$ cat src/rtl/overlay_occupancy_grid_cull_defines.svh
// assertion macros shared by the overlay occupancy grid cull rtl
// no dependencies; included by files that carry concurrent assertions
`ifndef OVERLAY_OCCUPANCY_GRID_CULL_DEFINES_SVH
`define OVERLAY_OCCUPANCY_GRID_CULL_DEFINES_SVH

// same-cycle implication, disabled while reset is high
`define OGC_ASSERT_IMPL(name, clk, rst, ante, cons, msg) \
   name: assert property (@(posedge clk) disable iff (rst) (ante) |-> (cons)) \
      else $error(msg);

// next-cycle implication, disabled while reset is high
`define OGC_ASSERT_NEXT(name, clk, rst, ante, cons, msg) \
   name: assert property (@(posedge clk) disable iff (rst) (ante) |=> (cons)) \
      else $error(msg);

`endif

$ cat src/rtl/ogc_pkg.sv
// shared types and constants for the overlay occupancy grid cull
// no dependencies
`default_nettype none

package ogc_pkg;

   localparam int CELL_WIDTH   = 20;
   localparam int CELL_HEIGHT  = 10;
   localparam int GRID_COLUMNS = 16;
   localparam int GRID_ROWS    = 20;

   localparam int EDGE_W    = 32;
   localparam int FRAC_BITS = 16;
   localparam int COORD_W   = EDGE_W - FRAC_BITS;

   // reciprocal of the cell size, rounded up, scaled by 2^RECIP_SHIFT
   localparam int RECIP_SHIFT = 32;
   localparam int RECIP_W     = RECIP_SHIFT + 1;
   localparam int PROD_W      = COORD_W + RECIP_W;
   localparam logic [RECIP_W-1:0] RECIP_X =
      RECIP_W'((64'd1 << RECIP_SHIFT) / CELL_WIDTH + 64'd1);
   localparam logic [RECIP_W-1:0] RECIP_Y =
      RECIP_W'((64'd1 << RECIP_SHIFT) / CELL_HEIGHT + 64'd1);

   localparam int ROW_W  = (GRID_ROWS > 1) ? $clog2(GRID_ROWS) : 1;
   localparam int WORD_W = 2 * GRID_COLUMNS;

   localparam int Q_DEPTH = 2;
   localparam int Q_PTR_W = (Q_DEPTH > 1) ? $clog2(Q_DEPTH) : 1;
   localparam int Q_CNT_W = $clog2(Q_DEPTH + 1);

   localparam logic FUNC_CLEAR   = 1'b0;
   localparam logic FUNC_BOX     = 1'b1;
   localparam logic PLANE_MARKER = 1'b0;
   localparam logic PLANE_TAG    = 1'b1;

   typedef enum logic [1:0] {
      CMD_CLEAR = 2'd0,
      CMD_BOX   = 2'd1,
      CMD_SKIP  = 2'd2
   } cmd_kind_type;

   typedef struct packed {
      cmd_kind_type            kind;
      logic                    plane;
      logic [GRID_COLUMNS-1:0] col_mask;
      logic [ROW_W-1:0]        row_first;
      logic [ROW_W-1:0]        row_last;
   } cmd_type;

endpackage

`default_nettype wire

$ cat src/rtl/ogc_ram.sv
// generic single-write, single-read ram with registered read data
// no dependencies
`default_nettype none

module ogc_ram #(
   parameter  int WIDTH  = 8,
   parameter  int DEPTH  = 16,
   localparam int ADDR_W = (DEPTH > 1) ? $clog2(DEPTH) : 1
) (
   input  wire logic                 clock,
   input  wire logic                 wr_en,
   input  wire logic [ADDR_W-1:0]    wr_addr,
   input  wire logic [WIDTH-1:0]     wr_data,
   input  wire logic                 rd_en,
   input  wire logic [ADDR_W-1:0]    rd_addr,
   output logic      [WIDTH-1:0]     rd_data
);

   logic [WIDTH-1:0] mem_ff [DEPTH];
   logic [WIDTH-1:0] rd_data_ff;

   always_ff @(posedge clock) begin
      if (wr_en) begin
         mem_ff[wr_addr] <= wr_data;
      end
      if (rd_en) begin
         rd_data_ff <= mem_ff[rd_addr];
      end
   end

   assign rd_data = rd_data_ff;

endmodule

`default_nettype wire

$ cat src/rtl/ogc_front.sv
// front end: accepts request beats, turns box edges into cell ranges
// depends on ogc_pkg
`default_nettype none

module ogc_front import ogc_pkg::*; (
   input  wire logic                     clock,
   input  wire logic                     reset,
   input  wire logic                     req_valid,
   output logic                          req_ready,
   input  wire logic                     req_func,
   input  wire logic                     req_plane,
   input  wire logic signed [EDGE_W-1:0] req_box_left,
   input  wire logic signed [EDGE_W-1:0] req_box_right,
   input  wire logic signed [EDGE_W-1:0] req_box_top,
   input  wire logic signed [EDGE_W-1:0] req_box_bottom,
   input  wire logic                     sweeping,
   input  wire logic                     q_full,
   output logic                          q_push,
   output cmd_type                       q_push_cmd
);

   localparam int EDGE_L = 0;
   localparam int EDGE_R = 1;
   localparam int EDGE_T = 2;
   localparam int EDGE_B = 3;

   // integer part of |v|, i.e. floor(|v| / 2^16)
   function automatic logic [COORD_W-1:0] edge_mag(input logic [EDGE_W-1:0] v);
      logic [COORD_W-1:0] m;
      if (v[EDGE_W-1]) begin
         m = ~v[EDGE_W-1:FRAC_BITS] + COORD_W'(v[FRAC_BITS-1:0] == '0);
      end else begin
         m = v[EDGE_W-1:FRAC_BITS];
      end
      return m;
   endfunction

   logic                    s1_valid_ff, s1_valid_in;
   logic                    s1_func_ff;
   logic                    s1_plane_ff;
   logic [3:0]              s1_neg_ff;
   logic [COORD_W-1:0]      s1_quot_ff [4];

   logic [EDGE_W-1:0]       edge_raw [4];
   logic [RECIP_W-1:0]      edge_recip [4];
   logic [PROD_W-1:0]       edge_prod [4];
   logic                    req_fire;

   logic [COORD_W-1:0]      x_first, x_last, y_first, y_last;
   logic                    x_empty, y_empty;
   logic [GRID_COLUMNS-1:0] col_mask;

   assign edge_raw[EDGE_L]   = req_box_left;
   assign edge_raw[EDGE_R]   = req_box_right;
   assign edge_raw[EDGE_T]   = req_box_top;
   assign edge_raw[EDGE_B]   = req_box_bottom;
   assign edge_recip[EDGE_L] = RECIP_X;
   assign edge_recip[EDGE_R] = RECIP_X;
   assign edge_recip[EDGE_T] = RECIP_Y;
   assign edge_recip[EDGE_B] = RECIP_Y;

   // magnitude divided by the cell size through its reciprocal
   always_comb begin
      for (int i = 0; i < 4; i++) begin
         edge_prod[i] = PROD_W'(edge_mag(edge_raw[i])) * PROD_W'(edge_recip[i]);
      end
   end

   assign q_push    = s1_valid_ff && !q_full;
   assign req_ready = !sweeping && (!s1_valid_ff || !q_full);
   assign req_fire  = req_valid && req_ready;

   always_comb begin
      s1_valid_in = s1_valid_ff;
      if (req_fire) begin
         s1_valid_in = 1'b1;
      end else if (q_push) begin
         s1_valid_in = 1'b0;
      end
   end

   always_ff @(posedge clock) begin
      if (reset) begin
         s1_valid_ff <= 1'b0;
      end else begin
         s1_valid_ff <= s1_valid_in;
      end
   end

   always_ff @(posedge clock) begin
      if (req_fire) begin
         s1_func_ff  <= req_func;
         s1_plane_ff <= req_plane;
         for (int i = 0; i < 4; i++) begin
            s1_neg_ff[i]  <= edge_raw[i][EDGE_W-1];
            s1_quot_ff[i] <= edge_prod[i][RECIP_SHIFT +: COORD_W];
         end
      end
   end

   // clamp to the grid; a far edge one cell or more below zero empties the range
   always_comb begin
      x_first = s1_neg_ff[EDGE_L] ? '0 : s1_quot_ff[EDGE_L];
      x_last  = (s1_quot_ff[EDGE_R] > COORD_W'(GRID_COLUMNS - 1)) ?
                COORD_W'(GRID_COLUMNS - 1) : s1_quot_ff[EDGE_R];
      x_empty = (s1_neg_ff[EDGE_R] && (s1_quot_ff[EDGE_R] != '0)) || (x_first > x_last);
      y_first = s1_neg_ff[EDGE_T] ? '0 : s1_quot_ff[EDGE_T];
      y_last  = (s1_quot_ff[EDGE_B] > COORD_W'(GRID_ROWS - 1)) ?
                COORD_W'(GRID_ROWS - 1) : s1_quot_ff[EDGE_B];
      y_empty = (s1_neg_ff[EDGE_B] && (s1_quot_ff[EDGE_B] != '0)) || (y_first > y_last);
      for (int c = 0; c < GRID_COLUMNS; c++) begin
         col_mask[c] = (COORD_W'(c) >= x_first) && (COORD_W'(c) <= x_last);
      end
   end

   always_comb begin
      q_push_cmd.plane     = s1_plane_ff;
      q_push_cmd.col_mask  = col_mask;
      q_push_cmd.row_first = y_first[ROW_W-1:0];
      q_push_cmd.row_last  = y_last[ROW_W-1:0];
      if (s1_func_ff == FUNC_CLEAR) begin
         q_push_cmd.kind = CMD_CLEAR;
      end else if (x_empty || y_empty) begin
         q_push_cmd.kind = CMD_SKIP;
      end else begin
         q_push_cmd.kind = CMD_BOX;
      end
   end

endmodule

`default_nettype wire

$ cat src/rtl/ogc_queue.sv
// short command queue between the front end and the grid walker
// depends on ogc_pkg
`default_nettype none

module ogc_queue import ogc_pkg::*; (
   input  wire logic    clock,
   input  wire logic    reset,
   input  wire logic    push,
   input  wire cmd_type push_cmd,
   output logic         full,
   input  wire logic    pop,
   output cmd_type      head,
   output logic         empty
);

   cmd_type              slot_ff [Q_DEPTH];
   logic [Q_PTR_W-1:0]   wr_ptr_ff, wr_ptr_in;
   logic [Q_PTR_W-1:0]   rd_ptr_ff, rd_ptr_in;
   logic [Q_CNT_W-1:0]   count_ff, count_in;

   assign full  = (count_ff == Q_CNT_W'(Q_DEPTH));
   assign empty = (count_ff == '0);
   assign head  = slot_ff[rd_ptr_ff];

   always_comb begin
      wr_ptr_in = wr_ptr_ff;
      rd_ptr_in = rd_ptr_ff;
      if (push) begin
         wr_ptr_in = (wr_ptr_ff == Q_PTR_W'(Q_DEPTH - 1)) ? '0 : wr_ptr_ff + 1'b1;
      end
      if (pop) begin
         rd_ptr_in = (rd_ptr_ff == Q_PTR_W'(Q_DEPTH - 1)) ? '0 : rd_ptr_ff + 1'b1;
      end
      count_in = count_ff + Q_CNT_W'(push) - Q_CNT_W'(pop);
   end

   always_ff @(posedge clock) begin
      if (reset) begin
         wr_ptr_ff <= '0;
         rd_ptr_ff <= '0;
         count_ff  <= '0;
      end else begin
         wr_ptr_ff <= wr_ptr_in;
         rd_ptr_ff <= rd_ptr_in;
         count_ff  <= count_in;
      end
   end

   always_ff @(posedge clock) begin
      if (push) begin
         slot_ff[wr_ptr_ff] <= push_cmd;
      end
   end

endmodule

`default_nettype wire

$ cat src/rtl/ogc_back.sv
// grid walker: row ram of both occupancy planes, clears and claims rows
// depends on ogc_pkg, ogc_ram and the assertion macro header
`default_nettype none
`include "overlay_occupancy_grid_cull_defines.svh"

module ogc_back import ogc_pkg::*; (
   input  wire logic    clock,
   input  wire logic    reset,
   input  wire logic    q_empty,
   input  wire cmd_type q_head,
   output logic         q_pop,
   output logic         sweeping,
   output logic         rsp_valid,
   input  wire logic    rsp_ready,
   output logic         rsp_in_front
);

   typedef enum logic [3:0] {
      ST_IDLE  = 4'b0001,
      ST_SWEEP = 4'b0010,
      ST_WALK  = 4'b0100,
      ST_POST  = 4'b1000
   } state_type;

   state_type               state_ff, state_in;
   logic [ROW_W-1:0]        row_rd_ff, row_rd_in;
   logic [ROW_W-1:0]        row_wr_ff, row_wr_in;
   logic [ROW_W-1:0]        row_last_ff, row_last_in;
   logic                    issue_done_ff, issue_done_in;
   logic                    pend_ff, pend_in;
   logic                    post_ff, post_in;
   logic                    init_ff, init_in;
   logic                    all_mine_ff, all_mine_in;
   logic                    result_ff, result_in;
   logic                    plane_ff, plane_in;
   logic [GRID_COLUMNS-1:0] mask_ff, mask_in;
   logic                    rsp_valid_ff, rsp_valid_in;
   logic                    rsp_in_front_ff, rsp_in_front_in;

   logic                    ram_wr_en, ram_rd_en;
   logic [ROW_W-1:0]        ram_wr_addr, ram_rd_addr;
   logic [WORD_W-1:0]       ram_wr_data, ram_rd_data;

   logic [GRID_COLUMNS-1:0] word_lo, word_hi, word_sel, word_new;
   logic                    hit;

   ogc_ram #(
      .WIDTH (WORD_W),
      .DEPTH (GRID_ROWS)
   ) u_ram (
      .clock   (clock),
      .wr_en   (ram_wr_en),
      .wr_addr (ram_wr_addr),
      .wr_data (ram_wr_data),
      .rd_en   (ram_rd_en),
      .rd_addr (ram_rd_addr),
      .rd_data (ram_rd_data)
   );

   // claim free cells of the box columns on the box plane, flag claimed ones
   always_comb begin
      word_lo  = ram_rd_data[GRID_COLUMNS-1:0];
      word_hi  = ram_rd_data[WORD_W-1:GRID_COLUMNS];
      word_sel = (plane_ff == PLANE_TAG) ? word_hi : word_lo;
      hit      = |(word_sel & mask_ff);
      word_new = word_sel | mask_ff;
   end

   assign ram_rd_en   = (state_ff == ST_WALK) && !issue_done_ff;
   assign ram_rd_addr = row_rd_ff;
   assign q_pop       = (state_ff == ST_IDLE) && !q_empty;

   always_comb begin
      ram_wr_en   = 1'b0;
      ram_wr_addr = row_wr_ff;
      ram_wr_data = (plane_ff == PLANE_TAG) ? {word_new, word_lo} : {word_hi, word_new};
      if (state_ff == ST_SWEEP) begin
         ram_wr_en   = 1'b1;
         ram_wr_addr = row_rd_ff;
         ram_wr_data = '0;
      end else if (state_ff == ST_WALK) begin
         ram_wr_en = pend_ff;
      end
   end

   always_comb begin
      state_in        = state_ff;
      row_rd_in       = row_rd_ff;
      row_wr_in       = row_wr_ff;
      row_last_in     = row_last_ff;
      issue_done_in   = issue_done_ff;
      pend_in         = pend_ff;
      post_in         = post_ff;
      init_in         = init_ff;
      all_mine_in     = all_mine_ff;
      result_in       = result_ff;
      plane_in        = plane_ff;
      mask_in         = mask_ff;
      rsp_valid_in    = rsp_valid_ff && !rsp_ready;
      rsp_in_front_in = rsp_in_front_ff;
      unique case (state_ff)
         ST_IDLE: begin
            if (!q_empty) begin
               unique case (q_head.kind)
                  CMD_CLEAR: begin
                     row_rd_in = '0;
                     post_in   = 1'b1;
                     result_in = 1'b0;
                     state_in  = ST_SWEEP;
                  end
                  CMD_SKIP: begin
                     result_in = 1'b1;
                     state_in  = ST_POST;
                  end
                  CMD_BOX: begin
                     row_rd_in     = q_head.row_first;
                     row_last_in   = q_head.row_last;
                     plane_in      = q_head.plane;
                     mask_in       = q_head.col_mask;
                     issue_done_in = 1'b0;
                     pend_in       = 1'b0;
                     all_mine_in   = 1'b1;
                     state_in      = ST_WALK;
                  end
                  default: begin
                     result_in = 1'b1;
                     state_in  = ST_POST;
                  end
               endcase
            end
         end
         ST_SWEEP: begin
            if (row_rd_ff == ROW_W'(GRID_ROWS - 1)) begin
               init_in  = 1'b0;
               state_in = post_ff ? ST_POST : ST_IDLE;
            end else begin
               row_rd_in = row_rd_ff + 1'b1;
            end
         end
         ST_WALK: begin
            // read of the next row overlaps the write-back of the previous one
            if (!issue_done_ff) begin
               pend_in   = 1'b1;
               row_wr_in = row_rd_ff;
               if (row_rd_ff == row_last_ff) begin
                  issue_done_in = 1'b1;
               end else begin
                  row_rd_in = row_rd_ff + 1'b1;
               end
            end else begin
               pend_in = 1'b0;
            end
            if (pend_ff && hit) begin
               all_mine_in = 1'b0;
            end
            if (issue_done_ff && pend_ff) begin
               result_in = all_mine_ff && !hit;
               state_in  = ST_POST;
            end
         end
         ST_POST: begin
            if (!rsp_valid_ff || rsp_ready) begin
               rsp_valid_in    = 1'b1;
               rsp_in_front_in = result_ff;
               state_in        = ST_IDLE;
            end
         end
         default: begin
            state_in = ST_IDLE;
         end
      endcase
   end

   always_ff @(posedge clock) begin
      if (reset) begin
         state_ff      <= ST_SWEEP;
         row_rd_ff     <= '0;
         post_ff       <= 1'b0;
         init_ff       <= 1'b1;
         issue_done_ff <= 1'b0;
         pend_ff       <= 1'b0;
         rsp_valid_ff  <= 1'b0;
      end else begin
         state_ff      <= state_in;
         row_rd_ff     <= row_rd_in;
         post_ff       <= post_in;
         init_ff       <= init_in;
         issue_done_ff <= issue_done_in;
         pend_ff       <= pend_in;
         rsp_valid_ff  <= rsp_valid_in;
      end
   end

   always_ff @(posedge clock) begin
      row_wr_ff       <= row_wr_in;
      row_last_ff     <= row_last_in;
      all_mine_ff     <= all_mine_in;
      result_ff       <= result_in;
      plane_ff        <= plane_in;
      mask_ff         <= mask_in;
      rsp_in_front_ff <= rsp_in_front_in;
   end

   assign sweeping     = init_ff;
   assign rsp_valid    = rsp_valid_ff;
   assign rsp_in_front = rsp_in_front_ff;

   `OGC_ASSERT_IMPL(a_no_row_clash, clock, reset, ram_wr_en && ram_rd_en, ram_wr_addr != ram_rd_addr, "row read and write hit the same row")
   `OGC_ASSERT_IMPL(a_idle_no_write, clock, reset, state_ff == ST_IDLE, !ram_wr_en, "grid written while idle")
   `OGC_ASSERT_IMPL(a_walk_in_range, clock, reset, (state_ff == ST_WALK) && pend_ff, row_wr_ff <= row_last_ff, "write-back past the last row of the box")
   `OGC_ASSERT_NEXT(a_post_loads, clock, reset, (state_ff == ST_POST) && (!rsp_valid_ff || rsp_ready), rsp_valid_ff && (state_ff == ST_IDLE), "result not loaded from post")

endmodule

`default_nettype wire

$ cat src/rtl/overlay_occupancy_grid_cull.sv
// Overlay occupancy grid cull. Each request beat is either a clear (func 0) or a box
// (func 1) with signed 16.16 edges and a plane bit; each gives one response beat,
// in_front, in request order. A box covering r grid rows passes the grid walker as
// command pop, a walk of one row per cycle through the separate read and write ports
// of the row ram with registered read data, and result load, behind a registered
// edge-to-cell stage and a two-entry command queue; the row walk sets the rate. A clear
// writes all GRID_ROWS rows (20 row writes plus pop and load). After reset the grid
// is cleared by a pass over all 20 rows during which req_ready stays low.
// depends on ogc_pkg, ogc_front, ogc_queue, ogc_back
`default_nettype none

module overlay_occupancy_grid_cull import ogc_pkg::*; (
   input  wire logic                     clock,
   input  wire logic                     reset,
   input  wire logic                     req_valid,
   output logic                          req_ready,
   input  wire logic                     req_func,
   input  wire logic                     req_plane,
   input  wire logic signed [EDGE_W-1:0] req_box_left,
   input  wire logic signed [EDGE_W-1:0] req_box_right,
   input  wire logic signed [EDGE_W-1:0] req_box_top,
   input  wire logic signed [EDGE_W-1:0] req_box_bottom,
   output logic                          rsp_valid,
   input  wire logic                     rsp_ready,
   output logic                          rsp_in_front
);

   logic    q_push, q_full, q_pop, q_empty, sweeping;
   cmd_type q_push_cmd, q_head;

   ogc_front u_front (
      .clock          (clock),
      .reset          (reset),
      .req_valid      (req_valid),
      .req_ready      (req_ready),
      .req_func       (req_func),
      .req_plane      (req_plane),
      .req_box_left   (req_box_left),
      .req_box_right  (req_box_right),
      .req_box_top    (req_box_top),
      .req_box_bottom (req_box_bottom),
      .sweeping       (sweeping),
      .q_full         (q_full),
      .q_push         (q_push),
      .q_push_cmd     (q_push_cmd)
   );

   ogc_queue u_queue (
      .clock    (clock),
      .reset    (reset),
      .push     (q_push),
      .push_cmd (q_push_cmd),
      .full     (q_full),
      .pop      (q_pop),
      .head     (q_head),
      .empty    (q_empty)
   );

   ogc_back u_back (
      .clock        (clock),
      .reset        (reset),
      .q_empty      (q_empty),
      .q_head       (q_head),
      .q_pop        (q_pop),
      .sweeping     (sweeping),
      .rsp_valid    (rsp_valid),
      .rsp_ready    (rsp_ready),
      .rsp_in_front (rsp_in_front)
   );

endmodule

`default_nettype wire
$ cat config.mk
export PLATFORM = sky130hd
export DESIGN_NAME = overlay_occupancy_grid_cull
export DESIGN_NICKNAME = d
export VERILOG_FILES = /design/src/rtl/ogc_pkg.sv /design/src/rtl/ogc_ram.sv /design/src/rtl/ogc_front.sv /design/src/rtl/ogc_queue.sv /design/src/rtl/ogc_back.sv /design/src/rtl/overlay_occupancy_grid_cull.sv
export VERILOG_INCLUDE_DIRS = /design/src /design/src/rtl
export SDC_FILE = /design/constraint.sdc
export NUM_CORES = 2
export LEC_CHECK = 0
export ABC_AREA = 0
export BUFFER_PORTS_ARGS = -buffer_cell sky130_fd_sc_hd__buf_2
export CAP_MARGIN = 20
export CELL_PAD_IN_SITES_DETAIL_PLACEMENT = 1
export CELL_PAD_IN_SITES_GLOBAL_PLACEMENT = 1
export CORE_ASPECT_RATIO = 0.6
export CORE_UTILIZATION = 58
export DETAILED_ROUTE_END_ITERATION = 10
export PLACE_DENSITY = 0.94
export SYNTH_ARGS = -nofsm -noshare
export SYNTH_HDL_FRONTEND = slang
export SYNTH_SLANG_ARGS = --single-unit
$ cat constraint.sdc
create_clock -name clock -period 15.75 [get_ports clock]
set_clock_uncertainty 0.05 [all_clocks]
set_input_delay 0.7875 -clock clock [delete_from_list [all_inputs] [get_ports clock]]
set_output_delay 0.7875 -clock clock [all_outputs]
set_load 0.01 [all_outputs]
==> summary.md <==
| Metric | Value |
|---|---|
| Run status | `finished, final reports clean` |
| Synth top area share | `0.465` |
| Drt drc | `0` |
| Final setup vio count | `0` |
| Vias per cell | `6.85` |
| Post-synth top flop | `edfxtp_1` |
| Fmax achieved | `102 MHz` |
| Setup TNS | `0 ns` |
| Count of pins over their slew limit | `0` |
| Final Core Density | `0.643` |
| Total Routing Usage GR | `0.387` |
| Die width | `391 µm` |
| Clock Sinks | `836` |
| CTS Root Cell | `clkbuf_16` |
| EDFF count, synth | `816` |
| Async SR Flop Fraction | `0` |
| Vias | `36141` |
| Cts bufs inserted | `75` |
| Clock transition at path regs | `0.07 ns` |
| Crit Path Class | `in2reg` |
| CTS Hold Buffers Added | `0` |
| Startpoint Class | `input pin` |
| CP Capture Type | `flop` |
| PortBufs | `136` |
| Post-synthesis adder-cell area fraction | `0.254` |
| Period utilization | `0.621` |
| Synth Area in Compound Gates | `0.0503` |
| Yosys Warn Count | `0` |
| Post-CTS Setup Repair Bufs | `0` |
| Layout cells sized above 1 | `0.153` |
| Gate Count Post-Synth | `3787` |
| Worst-Margin Slew | `1.19 ns` |
| Biggest area consumer among synthesized cells | `edfxtp_1` |
| Routed Antenna Nets | `0` |
| Clock latency on the worst-skew pair | `0.68 ns` |
| Mapped Area | `0.0527 mm²` |
| Hpwl dp | `111 mm` |
| Number of fillers in the final layout | `8437` |
| Iteration-0 DRC Markers | `4554` |
| Critical Path AT | `10.14 ns` |
| Global-route wire length before repair | `260 mm` |
| RSZ-0062 raised after global routing | `no` |
| Req. time, crit path | `16.11 ns` |
| Mapped Avg Cell Area | `13.9 µm²` |
| Core area | `0.0898 mm²` |
| Sequential element share of the synthesized area | `0.473` |
| Chip Height | `235 µm` |
| Sequential cell area | `0.0249 mm²` |
| Avg WL per Cell | `33.5 µm` |
| Number of synthesized register bits | `836` |
| H-Tree Level Count | `3` |
| Initial antenna violation count | `5` |
| Starting density of the core | `0.587` |
| Netlist cell types | `79` |
| Post_cts resized | `0` |
| Synth area leaders | `edfxtp_1 (47%), ha_1 (13%), fa_1 (12%), mux4_2 (8.2%), inv_1 (4.9%)` |
| CTS tree | `built` |
| Gpl congestion | `0.907` |
| Post-synthesis xor/xnor area fraction | `0.0226` |
| CP max stage cell | `nor4b_1` |
| Fin. Hold Viols | `0` |
| Rel. slew slack | `0.205` |
| TritonRoute pass-1 iters | `6` |
| Multi-input logic area | `0.0251 mm²` |
| Post-synthesis mux area share | `0.0964` |
| Vias in the first global route | `39377` |
| CTS Buffer Depth | `3` |
| Ports | `137` |
| Largest net degree at the start of global routing | `77` |
| Max cap viols | `0` |
| Max FO, Critical Path | `5` |
| Simple-gate share of the synthesized area | `0.0494` |
| Post-layout min period | `9.79 ns` |
| Slowest stage delay, CP | `0.90 ns` |
| Total die area | `0.0921 mm²` |
| Layout Area Growth over Synthesis | `9.49%` |
| Hold Path Class | `in2reg` |
| Largest family of logic cells by synthesized area | `adder cells` |
| Fin nets | `5009` |
| Drt total wl | `177 mm` |
| FP Rows | `85` |
| Remaining global-route overflow | `0` |
-- cells in the mapped netlist (all sizes together), types with 6 or more instances --
| cell | count |
|---|---|
| edfxtp | 816 |
| inv | 685 |
| ha | 553 |
| fa | 322 |
| mux4 | 192 |
| nor2 | 140 |
| a21oi | 130 |
| nand2 | 114 |
| xnor2 | 87 |
| o21ai | 66 |
| a21o | 58 |
| mux2 | 57 |
| xor2 | 48 |
| clkbuf | 47 |
| nor2b | 44 |
| buf | 31 |
| nand4 | 30 |
| nor4 | 30 |
| nand3 | 28 |
| nor3 | 28 |
| nand2b | 23 |
| dfxtp | 20 |
| a31oi | 17 |
| o31ai | 16 |
| a211oi | 15 |
| or2 | 15 |
| and3 | 12 |
| a22oi | 11 |
| o21a | 11 |
| mux2i | 10 |
| or4 | 10 |
| and2 | 9 |
| and4 | 9 |
| o211ai | 9 |
| o41ai | 9 |
| a2111oi | 8 |
| a221oi | 6 |
| nand3b | 6 |
| nor4b | 6 |
| o21bai | 6 |
| or3 | 6 |
-- critical path: cells and delay by family --
family | cells | cell delay (ns)
AOI/OAI and AO/OA | 6 | 1.91
xor gates and xnor gates | 2 | 0.35
adders and majority gates | 8 | 3.60
buffers and inverters | 3 | 0.32
and+or+nand+nor | 8 | 3.16
-- cells by family (layout without fill, tap and decap cells) --
kind of cell / count (synthesis) / in the layout
AO/OA/AOI/OAI: 402 / 402
XOR/XNOR: 135 / 135
adder cells (fa/ha/maj): 875 / 875
buffers and inverters: 763 / 1017
flip-flops: 836 / 836
multiplexers: 259 / 259
other: 1 / 20
AND/OR/NAND/NOR: 516 / 516
-- worst paths after layout --
| kind | start | slack [ns] | cells past startpoint | end |
|---|---|---|---|---|
| setup reg to reg | u_back.ram_rd_addr[0]$_SDFFE_PP0P_ | 11.17 | 5 | u_back.u_ram.rd_data[11]$_DFFE_PP_ |
| hold / removal | req_func | 0.30 | 1 | u_front.s1_func_ff$_DFFE_PP_ |
| hold reg to reg | u_back.result_ff$_DFFE_PP_ | 0.45 | 0 | u_back.rsp_in_front$_DFFE_PP_ |
| setup / recovery | req_box_right[8] | 5.96 | 27 | u_front.s1_quot_ff[1][10]$_DFFE_PP_ |
-- layer usage --
layer | GRT usage | part of all wire | routed length, µm
met5 | 0 | 0.00015 | 26
met1 | 0.492 | 0.36 | 63600
met3 | 0.0946 | 0.11 | 18600
met2 | 0.629 | 0.48 | 84500
met4 | 0.177 | 0.056 | 9920
-- final cells by class --
| cell class | count | share of cell area |
|---|---|---|
| Antenna cell | 4 | 0.000174 |
| Clock buffer | 91 | 0.0343 |
| Clock inverter | 42 | 0.00625 |
| Inverter | 685 | 0.0446 |
| Multi-Input combinational cell | 2203 | 0.436 |
| Sequential cell | 836 | 0.432 |
| Tap cell | 1218 | 0.0264 |
| Timing Repair Buffer | 199 | 0.0206 |
-- placed cells by master, fill, tap and decap left out, types with 23 or more instances in the layout --
cell type | netlist | final
o21ai_0 | 65 | 65
xnor2_1 | 87 | 87
fa_1 | 322 | 322
nand2b_1 | 23 | 23
nor2b_1 | 44 | 44
nand2_1 | 114 | 114
edfxtp_1 | 816 | 816
mux2_2 | 57 | 57
xor2_1 | 47 | 47
nand3_1 | 28 | 28
nand4_1 | 30 | 30
buf_2 | 9 | 136
ha_1 | 553 | 553
clkbuf_16 | 0 | 76
a21o_1 | 58 | 58
buf_4 | 0 | 58
nor2_1 | 140 | 110
mux4_2 | 192 | 192
a21oi_1 | 130 | 130
inv_1 | 684 | 683
nor4_1 | 30 | 30
nor3_1 | 28 | 28
-- registers in the layout, indices dropped and copies added, names as in the netlist, 5 cells and up, named ones only --
register / flops
u_back.u_ram.mem_ff: 640
u_queue.slot_ff: 58
u_front.s1_quot_ff: 50
u_back.u_ram.rd_data: 32
u_back.mask_ff: 16
u_back.ram_rd_addr: 5
u_back.row_last_ff: 5
u_back.row_wr_ff: 5
-- through the flow --
step	hold WS, ns	area [µm²]	std cells	worst slack, ns
floorplan	0.350	52700	3802	7.59
finish	0.303	57700	5278	5.96
global route	0.273	57700	5276	6.01
global placement	0.369	55100	5114	6.67
detailed placement	0.403	55100	5116	6.20
CTS	0.265	57400	5249	6.40
Power is left out: the tool's default activity adds up to more than one toggle a clock period on the data nets, which glitch-free logic cannot reach.
